==> src/hw/rtl/tct_pkg.sv <==
`timescale 1ns / 1ps
package tct_pkg;

    localparam int NODE_COUNT = 256;
    localparam int NODE_AW    = 8;
    localparam int CNT_W      = 9;
    localparam int LEN_W      = 6;
    localparam int CHAR_W     = 7;
    localparam int CMD_W      = 8;
    localparam int BL_W       = 7;
    localparam int FOUND_W    = 9;
    localparam int LINK_W     = NODE_AW + 1;

    localparam logic [LEN_W-1:0]   LEN_FULL   = 6'd63;
    localparam logic [BL_W-1:0]    BL_RESET   = 7'd64;
    localparam logic [BL_W-1:0]    BL_MAX     = 7'd64;
    localparam logic [FOUND_W-1:0] FOUND_NONE = 9'h1FF;
    localparam logic [7:0]         CHAR_LO    = 8'h20;
    localparam logic [7:0]         CHAR_HI    = 8'h7E;

    // Operation codes.
    localparam logic [1:0] MODE_INSERT = 2'd0;
    localparam logic [1:0] MODE_LOOKUP = 2'd1;
    localparam logic [1:0] MODE_AUTO   = 2'd2;
    localparam logic [1:0] MODE_NONE   = 2'd3;

    // Result status codes.
    localparam logic [1:0] ST_OK        = 2'd0;
    localparam logic [1:0] ST_NOT_FOUND = 2'd1;
    localparam logic [1:0] ST_INVALID   = 2'd2;
    localparam logic [1:0] ST_FULL      = 2'd3;

    // Result word kinds built by the datapath.
    localparam logic [2:0] RES_INVALID = 3'd0;
    localparam logic [2:0] RES_OK      = 3'd1;
    localparam logic [2:0] RES_FULL    = 3'd2;
    localparam logic [2:0] RES_LOOKUP  = 3'd3;
    localparam logic [2:0] RES_ABS_L   = 3'd4;
    localparam logic [2:0] RES_ABS_A   = 3'd5;
    localparam logic [2:0] RES_CHAR    = 3'd6;
    localparam logic [2:0] RES_FINAL   = 3'd7;

    // Kind of link that joins new nodes to the trie.
    localparam logic [1:0] LK_NONE = 2'd0;
    localparam logic [1:0] LK_SIB  = 2'd1;
    localparam logic [1:0] LK_KID  = 2'd2;

    typedef struct packed {
        logic       push;
        logic       latch;
        logic       str_clr;
        logic       n_zero;
        logic       n_sib;
        logic       n_kid;
        logic       pos_zero;
        logic       pos_inc;
        logic       i_load;
        logic       i_inc;
        logic       lk_load;
        logic [1:0] lk;
        logic       link_wr;
        logic       node_wr;
        logic       cmd_wr;
        logic       emit;
        logic [2:0] res;
        logic       more;
    } tct_cmd_t;

    typedef struct packed {
        logic [1:0] mode;
        logic       bad;
        logic       count_zero;
        logic       ch_eq;
        logic       sib_v;
        logic       kid_v;
        logic       pos_last;
        logic       fits;
        logic       len_ge_lim;
        logic       i_next_lt_lim;
        logic       slot_free;
    } tct_sts_t;

endpackage

==> src/hw/rtl/tct_ctrl.sv <==
`timescale 1ns / 1ps
module tct_ctrl import tct_pkg::*; (
    input  logic     aclk,
    input  logic     aresetn,
    input  logic     s_valid,
    input  logic     s_last,
    output logic     s_ready,
    input  tct_sts_t sts,
    output tct_cmd_t cmd
);

    localparam logic [3:0] S_IDLE     = 4'd0;
    localparam logic [3:0] S_START    = 4'd1;
    localparam logic [3:0] S_READ     = 4'd2;
    localparam logic [3:0] S_CMP      = 4'd3;
    localparam logic [3:0] S_CHECK    = 4'd4;
    localparam logic [3:0] S_ALLOC_RD = 4'd5;
    localparam logic [3:0] S_ALLOC_WR = 4'd6;
    localparam logic [3:0] S_AREAD    = 4'd7;
    localparam logic [3:0] S_ACMP     = 4'd8;
    localparam logic [3:0] S_AFIN     = 4'd9;

    logic [3:0] state_reg;
    logic [3:0] state_next;
    logic [2:0] absent_res;

    assign absent_res = (sts.mode == MODE_LOOKUP) ? RES_ABS_L : RES_ABS_A;

    // State register.
    always_ff @(posedge aclk) begin
        if (!aresetn) begin
            state_reg <= S_IDLE;
        end else begin
            state_reg <= state_next;
        end
    end

    // Next state and datapath commands.
    always_comb begin
        cmd        = '0;
        state_next = state_reg;
        s_ready    = 1'b0;
        unique case (state_reg)
            S_IDLE: begin
                s_ready = 1'b1;
                if (s_valid) begin
                    cmd.push = 1'b1;
                    if (s_last) begin
                        cmd.latch  = 1'b1;
                        state_next = S_START;
                    end
                end
            end
            S_START: begin
                if (sts.slot_free) begin
                    cmd.n_zero   = 1'b1;
                    cmd.pos_zero = 1'b1;
                    if (sts.bad) begin
                        cmd.emit    = 1'b1;
                        cmd.res     = RES_INVALID;
                        cmd.str_clr = 1'b1;
                        state_next  = S_IDLE;
                    end else if (sts.count_zero) begin
                        if (sts.mode == MODE_INSERT) begin
                            cmd.lk_load = 1'b1;
                            cmd.lk      = LK_NONE;
                            state_next  = S_CHECK;
                        end else begin
                            cmd.emit    = 1'b1;
                            cmd.res     = absent_res;
                            cmd.str_clr = 1'b1;
                            state_next  = S_IDLE;
                        end
                    end else begin
                        state_next = S_READ;
                    end
                end
            end
            S_READ: begin
                state_next = S_CMP;
            end
            S_CMP: begin
                if (sts.slot_free) begin
                    if (sts.ch_eq && sts.pos_last) begin
                        // The string ends on this node.
                        if (sts.mode == MODE_INSERT) begin
                            cmd.cmd_wr  = 1'b1;
                            cmd.emit    = 1'b1;
                            cmd.res     = RES_OK;
                            cmd.str_clr = 1'b1;
                            state_next  = S_IDLE;
                        end else if (sts.mode == MODE_LOOKUP) begin
                            cmd.emit    = 1'b1;
                            cmd.res     = RES_LOOKUP;
                            cmd.str_clr = 1'b1;
                            state_next  = S_IDLE;
                        end else if (!sts.kid_v || sts.len_ge_lim) begin
                            cmd.emit    = 1'b1;
                            cmd.res     = RES_OK;
                            cmd.str_clr = 1'b1;
                            state_next  = S_IDLE;
                        end else begin
                            cmd.n_kid  = 1'b1;
                            cmd.i_load = 1'b1;
                            state_next = S_AREAD;
                        end
                    end else if (sts.ch_eq) begin
                        // Descend a level.
                        cmd.pos_inc = 1'b1;
                        if (sts.kid_v) begin
                            cmd.n_kid  = 1'b1;
                            state_next = S_READ;
                        end else if (sts.mode == MODE_INSERT) begin
                            cmd.lk_load = 1'b1;
                            cmd.lk      = LK_KID;
                            state_next  = S_CHECK;
                        end else begin
                            cmd.emit    = 1'b1;
                            cmd.res     = absent_res;
                            cmd.str_clr = 1'b1;
                            state_next  = S_IDLE;
                        end
                    end else if (sts.sib_v) begin
                        cmd.n_sib  = 1'b1;
                        state_next = S_READ;
                    end else if (sts.mode == MODE_INSERT) begin
                        cmd.lk_load = 1'b1;
                        cmd.lk      = LK_SIB;
                        state_next  = S_CHECK;
                    end else begin
                        cmd.emit    = 1'b1;
                        cmd.res     = absent_res;
                        cmd.str_clr = 1'b1;
                        state_next  = S_IDLE;
                    end
                end
            end
            S_CHECK: begin
                if (sts.slot_free) begin
                    if (!sts.fits) begin
                        cmd.emit    = 1'b1;
                        cmd.res     = RES_FULL;
                        cmd.str_clr = 1'b1;
                        state_next  = S_IDLE;
                    end else begin
                        cmd.link_wr = 1'b1;
                        state_next  = S_ALLOC_RD;
                    end
                end
            end
            S_ALLOC_RD: begin
                state_next = S_ALLOC_WR;
            end
            S_ALLOC_WR: begin
                if (sts.slot_free) begin
                    cmd.node_wr = 1'b1;
                    cmd.pos_inc = 1'b1;
                    if (sts.pos_last) begin
                        cmd.emit    = 1'b1;
                        cmd.res     = RES_OK;
                        cmd.str_clr = 1'b1;
                        state_next  = S_IDLE;
                    end else begin
                        state_next = S_ALLOC_RD;
                    end
                end
            end
            S_AREAD: begin
                state_next = S_ACMP;
            end
            S_ACMP: begin
                if (sts.slot_free) begin
                    cmd.emit = 1'b1;
                    if (sts.sib_v) begin
                        cmd.res     = RES_FINAL;
                        cmd.more    = 1'b1;
                        cmd.str_clr = 1'b1;
                        state_next  = S_IDLE;
                    end else begin
                        cmd.res   = RES_CHAR;
                        cmd.i_inc = 1'b1;
                        if (sts.kid_v && sts.i_next_lt_lim) begin
                            cmd.n_kid  = 1'b1;
                            state_next = S_AREAD;
                        end else begin
                            state_next = S_AFIN;
                        end
                    end
                end
            end
            S_AFIN: begin
                if (sts.slot_free) begin
                    cmd.emit    = 1'b1;
                    cmd.res     = RES_FINAL;
                    cmd.more    = sts.kid_v;
                    cmd.str_clr = 1'b1;
                    state_next  = S_IDLE;
                end
            end
            default: begin
                state_next = S_IDLE;
            end
        endcase
    end

endmodule

==> config.mk <==
export PLATFORM = sky130hd
export DESIGN_NAME = tct_ctrl
export DESIGN_NICKNAME = d
export VERILOG_FILES = /design/src/hw/rtl/tct_pkg.sv /design/src/hw/rtl/tct_ctrl.sv
export SDC_FILE = /design/constraint.sdc
export NUM_CORES = 1
export LEC_CHECK = 0
export ABC_AREA = 1
export BUFFER_PORTS_ARGS = -buffer_cell sky130_fd_sc_hd__buf_2
export CORE_MARGIN = 2
export CORE_UTILIZATION = 45
export DETAILED_ROUTE_END_ITERATION = 16
export GPL_TIMING_DRIVEN = 0
export PLACE_DENSITY = 0.8
export SLEW_MARGIN = 20
export SYNTH_ARGS = -nofsm -noshare
export SYNTH_HDL_FRONTEND = slang
export SYNTH_SLANG_ARGS = --single-unit
==> constraint.sdc <==
create_clock -name aclk -period 1.3 [get_ports aclk]
set_input_delay 0.13 -clock aclk [delete_from_list [all_inputs] [get_ports aclk]]
set_output_delay 0.13 -clock aclk [all_outputs]
set_load 0.02 [all_outputs]
==> impl_metrics.env, run 1 <==
export IMPL_status="aborted with a tool error"
export IMPL_failing_step="global routing"
export IMPL_first_error="[ERROR DPL-0033] detailed placement checks failed during check placement."
export IMPL_clk_path_buf_depth=2
export IMPL_syn_area_sq_um=746
export IMPL_cts_root_buf="clkbuf_4"
export IMPL_synth_area_per_cell_sq_um=4.97
export IMPL_synth_seq_area_share_pct=10.7
export IMPL_ys_types=21
export IMPL_grt_max_degree=11
export IMPL_worst_endpoint="cmd[18]"
export IMPL_start_util_pct=48.9
export IMPL_ctsHtreeMaxLevel=1
export IMPL_worstEpCategory="primary output"
export IMPL_placed_area_sq_um=1040
export IMPL_fp_row_count=14
export IMPL_netlist_instances=150
export IMPL_synth_nets=166
export IMPL_synth_seq_cells=4
export IMPL_clkSinkCount=4
export IMPL_numCtsBuffers=3
export IMPL_portBuffers=37
export IMPL_die_h_um=44.7
export IMPL_synth_warning_count=0
export IMPL_dp_final_hpwl_um=1890
export IMPL_gp_congestion=0.913
export IMPL_antenna_found_initial=0
export IMPL_die_w_um=44.7
export IMPL_ios=38
per-stage QoR:
stage	instances	setup slack (ns)	util, %	TNS, ns	hold slack (ns)
floorplan	150	-0.0585	-	-0.149	0.290
global placement	203	-0.266	68.1	-1.84	0.405
CTS	212	-0.369	80.1	-4.85	0.182
detailed placement	203	-0.314	68.1	-2.26	0.419
logic make-up after synthesis:
| logic type | synth area share, % |
|---|---|
| simple gates | 58.7 |
| compound gates | 14.9 |
| flops | 10.7 |
| buf+inv | 15.6 |
timing repair:
item | CTS
hold buffers | 0
pin swaps | 11
buffers inserted | 6
resized for setup | 40
setup endpoints to repair | 25
endpoints found under the hold margin | 0
cell usage after synthesis, drive strengths merged:
library cell  instances  area share, %
a21oi                 8            5.4
buf                   2            2.5
dfxtp                 4             11
inv                  26             13
nand2                46             23
nand3                16             11
nand3b                2            2.0
nand4                 2            1.7
nor2                 27             17
nor3                  4            2.7
nor4                  1           0.84
o211ai                1            1.0
o21ai                 9            6.5
o31ai                 2            2.0
==> run 2, diff against run 1 <==
--- a/config.mk
+++ b/config.mk
@@ -7,11 +7,11 @@
 export LEC_CHECK = 0
 export ABC_AREA = 1
 export BUFFER_PORTS_ARGS = -buffer_cell sky130_fd_sc_hd__buf_2
-export CORE_MARGIN = 2
-export CORE_UTILIZATION = 45
+export CORE_AREA = 2 2 63 65
 export DETAILED_ROUTE_END_ITERATION = 16
+export DIE_AREA = 0 0 65 67
 export GPL_TIMING_DRIVEN = 0
-export PLACE_DENSITY = 0.8
+export PLACE_DENSITY_LB_ADDON = 0.15
 export SLEW_MARGIN = 20
 export SYNTH_ARGS = -nofsm -noshare
 export SYNTH_HDL_FRONTEND = slang
==> impl_metrics.env, run 2 <==
export IMPL_status="complete, but fails checks"
export IMPL_violations="setup timing"
export IMPL_ctsHoldBuffers=0
export IMPL_drtAntennaViolNets=0
export IMPL_fin_ws_ns=-0.319
export IMPL_hold_violations=0
export IMPL_synth_warning_count=0
export IMPL_start_util_pct=20.7
export IMPL_worstSetupStartpointType="flop"
export IMPL_ys_types=21
export IMPL_final_cells=258
export IMPL_fin_skew_ns=0.00162
export IMPL_drtIter0Drc=43
export IMPL_antenna_found_initial=0
export IMPL_ys_flop_type="dfxtp_1"
export IMPL_fp_row_count=22
export IMPL_design_area_sq_um=1530
export IMPL_area_growth_pct=105
export IMPL_clk_pin_slew_ns=0.03
export IMPL_synth_common_cells="nand2_1, nor2_1, inv_1"
export IMPL_placed_area_sq_um=1080
export IMPL_vias_per_cell=4.56
export IMPL_gp_congestion=0.785
export IMPL_routed_wl_um=2960
export IMPL_netlist_instances=150
export IMPL_clk_path_buf_depth=2
export IMPL_die_w_um=65
export IMPL_rsz0062_at_grt="yes"
export IMPL_ctsHtreeMaxLevel=1
export IMPL_synth_area_per_cell_sq_um=4.97
export IMPL_wire_per_inst_um=11.5
export IMPL_critPathArrivalTime_ns=1.49
export IMPL_synth_area_leaders="nand2_1, nor2_1, dfxtp_1, inv_1, nand3_1"
export IMPL_dpl_cell_count=235
export IMPL_clk_latency_ns=0.22
export IMPL_fmax_mhz=618
export IMPL_synth_seq_cells=4
export IMPL_die_area_sq_um=4360
export IMPL_path_max_fanout=6
export IMPL_mostFrequentLayoutCell="nand2_1"
export IMPL_pre_cts_ws_ns=-0.308
export IMPL_whs_ns=0.185
export IMPL_path_class="flop to primary output"
export IMPL_grt_pass1_vias=1081
export IMPL_irDropWorstVdd_v=0.000395
export IMPL_diodes=0
export IMPL_largest_reg_flops=4
export IMPL_layout_drive_gt1_share_pct=52.9
export IMPL_end_kind="primary output"
export IMPL_hold_path_class="primary input to flop"
export IMPL_final_nets=228
export IMPL_drv_slew=0
export IMPL_synth_most_common_cell="nand2_1"
export IMPL_ys_async_sr_fraction_pct=0
export IMPL_dr_pass1_iters=4
export IMPL_numCtsBuffers=3
export IMPL_clkSinkCount=4
export IMPL_finalSetupViolations=26
export IMPL_final_cell_mix="nand2_1, buf_4, inv_1, buf_6, buf_2"
export IMPL_gr_total_overflow=0
export IMPL_synth_edff_count=0
export IMPL_period_needed_ns=1.62
export IMPL_worst_endpoint_required_ns=1.17
export IMPL_ios=38
export IMPL_die_h_um=67
export IMPL_synth_top_area_share_pct=23.2
export IMPL_relSlewSlack_pct=77.5
export IMPL_max_cap_viol_count=0
export IMPL_cts_tree="built"
export IMPL_min_period_over_period_pct=125
export IMPL_drc_errors=0
export IMPL_dp_final_hpwl_um=2170
export IMPL_syn_area_sq_um=746
export IMPL_grt_max_degree=11
export IMPL_leakagePower_nw=0.736
export IMPL_worst_slew_pin_slew_ns=0.338
export IMPL_coreArea_sq_um=3610
export IMPL_route_vias_total=1177
export IMPL_power_density_nw_per_um2=623
export IMPL_synth_seq_area_share_pct=10.7
export IMPL_synth_nets=166
export IMPL_grt_pass1_wl_um=4750
export IMPL_grt_total_usage_pct=13.8
export IMPL_portBuffers=37
export IMPL_synth_top_area_cell="nand2_1"
export IMPL_cts_root_buf="clkbuf_8"
-- run 2: path summary, 6_finish.rpt --
path	endpoint	depth (start not counted)	from	slack, ns
worst max-delay path	cmd[15]	6	state_reg[2]	-0.32
worst min-delay path	state_reg[0]	3	aresetn	0.18
worst max register to register	state_reg[2]	11	state_reg[2]	-0.15
worst min register to register	state_reg[1]	2	state_reg[1]	0.55
-- run 2: layer usage --
layer	GRT usage (%)	wire length, um	vias to the layer above
met3	1.35	116	4
li1	-	-	601
met1	17.3	1300	542
met4	3.99	34	0
met2	24.7	1510	30
met5	0	0	-
-- run 2: through the flow --
stage,power (mW),TNS (ns),utilization (%)
3_5_place_dp,0.503,-2.68,29.9
4_1_cts,0.944,-5.08,39.6
3_3_place_gp,0.505,-2.80,29.9
2_1_floorplan,0.396,-0.149,-
5_1_grt,1.02,-7.45,42.4
6_report,0.952,-5.53,42.4
-- run 2: worst max-delay path: stages, from the launching register on --
cell     delay [ns]
dfxtp_2        0.34
nor2_4         0.19
nand3_4        0.11
nor2_4         0.21
inv_4          0.08
o31ai_4        0.18
buf_6          0.15
-- run 2: what timing repair did --
| action | CTS | global route |
|---|---|---|
| hold endpoints to repair | 0 | 0 |
| endpoints found under the setup margin | 25 | 26 |
| pin swaps | 14 | 15 |
| buffers inserted | 15 | 6 |
| gates resized for setup | 58 | 20 |
-- run 2: kinds of logic (layout without fill, tap and decap cells) --
family          count (synthesis)  after routing  synth area share [%]
simple gates                   98             98                  58.7
buf+inv                        28             88                  15.6
compound gates                 20             20                  14.9
flops                           4              4                  10.7
-- run 2: layout make-up --
class                      instances  area [sq um]
fill                             402          2080
multi-input combinational        118           738
timing repair buffer              58           487
inverter                          26           103
sequential                         4          92.6
tap                               48          60.1
clock buffer                       3          41.3
buffer                             1          7.51
-- run 2: where the power goes --
group	switching, mW	internal, mW
combinational	0.288	0.246
sequential	0.0288	0.132
clock	0.0603	0.197
Power figures use the tool's default switching activity.
==> run 3, diff against run 2 <==
--- a/config.mk
+++ b/config.mk
@@ -12,6 +12,7 @@
 export DIE_AREA = 0 0 65 67
 export GPL_TIMING_DRIVEN = 0
 export PLACE_DENSITY_LB_ADDON = 0.15
+export REMOVE_ABC_BUFFERS = 1
 export SLEW_MARGIN = 20
 export SYNTH_ARGS = -nofsm -noshare
 export SYNTH_HDL_FRONTEND = slang
==> impl_metrics.env, run 3 (synthesis results as in run 2) <==
export IMPL_status="complete, but fails checks"
export IMPL_violations="setup timing"
export IMPL_drtAntennaViolNets=0
export IMPL_design_area_sq_um=1560
export IMPL_gr_total_overflow=0
export IMPL_grt_max_degree=11
export IMPL_clk_latency_ns=0.21
export IMPL_diodes=0
export IMPL_dr_pass1_iters=4
export IMPL_drv_slew=0
export IMPL_wire_per_inst_um=11.7
export IMPL_placed_area_sq_um=972
export IMPL_gp_congestion=0.797
export IMPL_path_max_fanout=5
export IMPL_period_needed_ns=1.59
export IMPL_fp_row_count=22
export IMPL_worstSetupStartpointType="flop"
export IMPL_met3_length_um=109
export IMPL_vias_per_cell=4.43
export IMPL_cp_common_cell="nor2_4"
export IMPL_final_nets=233
export IMPL_die_area_sq_um=4360
export IMPL_fmax_mhz=627
export IMPL_path_class="flop to primary output"
export IMPL_leakagePower_nw=0.755
export IMPL_grt_pass1_wl_um=4920
export IMPL_max_cap_viol_count=0
export IMPL_power_density_nw_per_um2=580
export IMPL_worst_endpoint_required_ns=1.17
export IMPL_largest_reg_flops=4
export IMPL_grt_pass1_vias=1148
export IMPL_cts_tree="built"
export IMPL_crit_chain="nor2_4 -> nand3_4 -> nor2_4 -> inv_2 -> o31ai_2 -> buf_4"
export IMPL_hold_violations=0
export IMPL_die_w_um=65
export IMPL_routed_top_layer="met4"
export IMPL_start_util_pct=20.7
export IMPL_die_h_um=67
export IMPL_fin_setup_tns_ns=-4.98
export IMPL_power_mw=0.903
export IMPL_clk_path_buf_depth=2
export IMPL_worst_slew_pin_slew_ns=0.368
export IMPL_ctsHtreeMaxLevel=1
export IMPL_mostFrequentLayoutCell="nand2_1"
export IMPL_final_cell_mix="nand2_1, buf_4, buf_6, inv_1, buf_2"
export IMPL_final_cells=263
export IMPL_grt_total_usage_pct=14.4
export IMPL_slowest_delay_ns=0.34
export IMPL_cp_slowest_cell="dfxtp_2"
export IMPL_multi_input_area_sq_um=754
export IMPL_route_vias_total=1165
export IMPL_end_kind="primary output"
export IMPL_area_growth_pct=109
export IMPL_critPathArrivalTime_ns=1.46
export IMPL_ios=38
export IMPL_fillers=401
export IMPL_rsz0062_at_grt="yes"
export IMPL_portBuffers=37
export IMPL_wl_met1_um=1310
export IMPL_seq_area_sq_um=92.6
export IMPL_layout_drive_gt1_share_pct=56.3
export IMPL_fin_skew_ns=0.00111
export IMPL_dpl_cell_count=233
export IMPL_finalSetupViolations=26
export IMPL_fin_ws_ns=-0.295
export IMPL_clk_pin_slew_ns=0.03
export IMPL_hold_path_class="primary input to flop"
export IMPL_dp_final_hpwl_um=2180
export IMPL_coreArea_sq_um=3610
export IMPL_min_period_over_period_pct=123
export IMPL_drtIter0Drc=56
export IMPL_relSlewSlack_pct=75.4
export IMPL_routed_wl_um=3060
export IMPL_pre_cts_ws_ns=-0.421
export IMPL_clkSinkCount=4
export IMPL_drc_errors=0
export IMPL_irDropWorstVdd_v=0.000441
export IMPL_wl_met2_um=1620
export IMPL_ctsHoldBuffers=0
export IMPL_numCtsBuffers=3
export IMPL_antenna_found_initial=0
export IMPL_cts_root_buf="clkbuf_8"
## run 3: cell types whose count changed in the layout (fill, tap and decap cells not counted), moves of 3 or more
cell | before | now
buf_4 | 25 | 28
nand2_1 | 37 | 33
nand2_2 | 6 | 9
nor2_1 | 14 | 10
nor2_4 | 10 | 13
## run 3: final timing paths
| kind | from | slack, ns | cells past startpoint | to |
|---|---|---|---|---|
| hold / removal | aresetn | 0.20 | 3 | state_reg[0] |
| setup reg to reg | state_reg[3] | -0.17 | 11 | state_reg[2] |
| setup / recovery | state_reg[2] | -0.29 | 6 | cmd[15] |
| hold reg to reg | state_reg[1] | 0.56 | 2 | state_reg[1] |
## run 3: timing repair
action                                  4_1_cts  5_1_grt
pin swaps                                    20       17
setup buffers                                18       10
gates cloned                                  0        0
resized for setup                            79       30
endpoints found under the setup margin       26       26
## run 3: cell type report
class	instances	share of cell area, %
flip-flops and latches	4	5.95
inverters	26	6.43
multi-input cells	118	48.5
well taps	48	3.86
repair buffers	64	32.6
clock buffers	3	2.65
## run 3: worst max-delay path, delay by kind of cell, from the launching register on
kind | cells | cell delay, ns
flops | 1 | 0.34
simple gates | 3 | 0.45
buf+inv | 2 | 0.27
compound gates | 1 | 0.19
## run 3: where the power goes
part	switching, mW	total (mW)	internal, mW
combinational	0.280	0.489	0.209
sequential	0.0274	0.160	0.132
clock	0.0572	0.254	0.197
total	0.365	0.903	0.538
## run 3: per-layer routing
layer  vias to the layer above  GRT usage [%]
li1                        613              -
met1                       526           16.7
met2                        24           26.9
met3                         2           1.01
met4                         0           6.12
met5                         -              0
## run 3: per-stage QoR
stage                     hold slack, ns  util (%)
after floorplan                    0.290         -
after global placement             0.430      27.0
after detailed placement           0.425      27.0
after CTS                          0.200      38.1
after global routing               0.230      43.2
final                              0.199      43.2
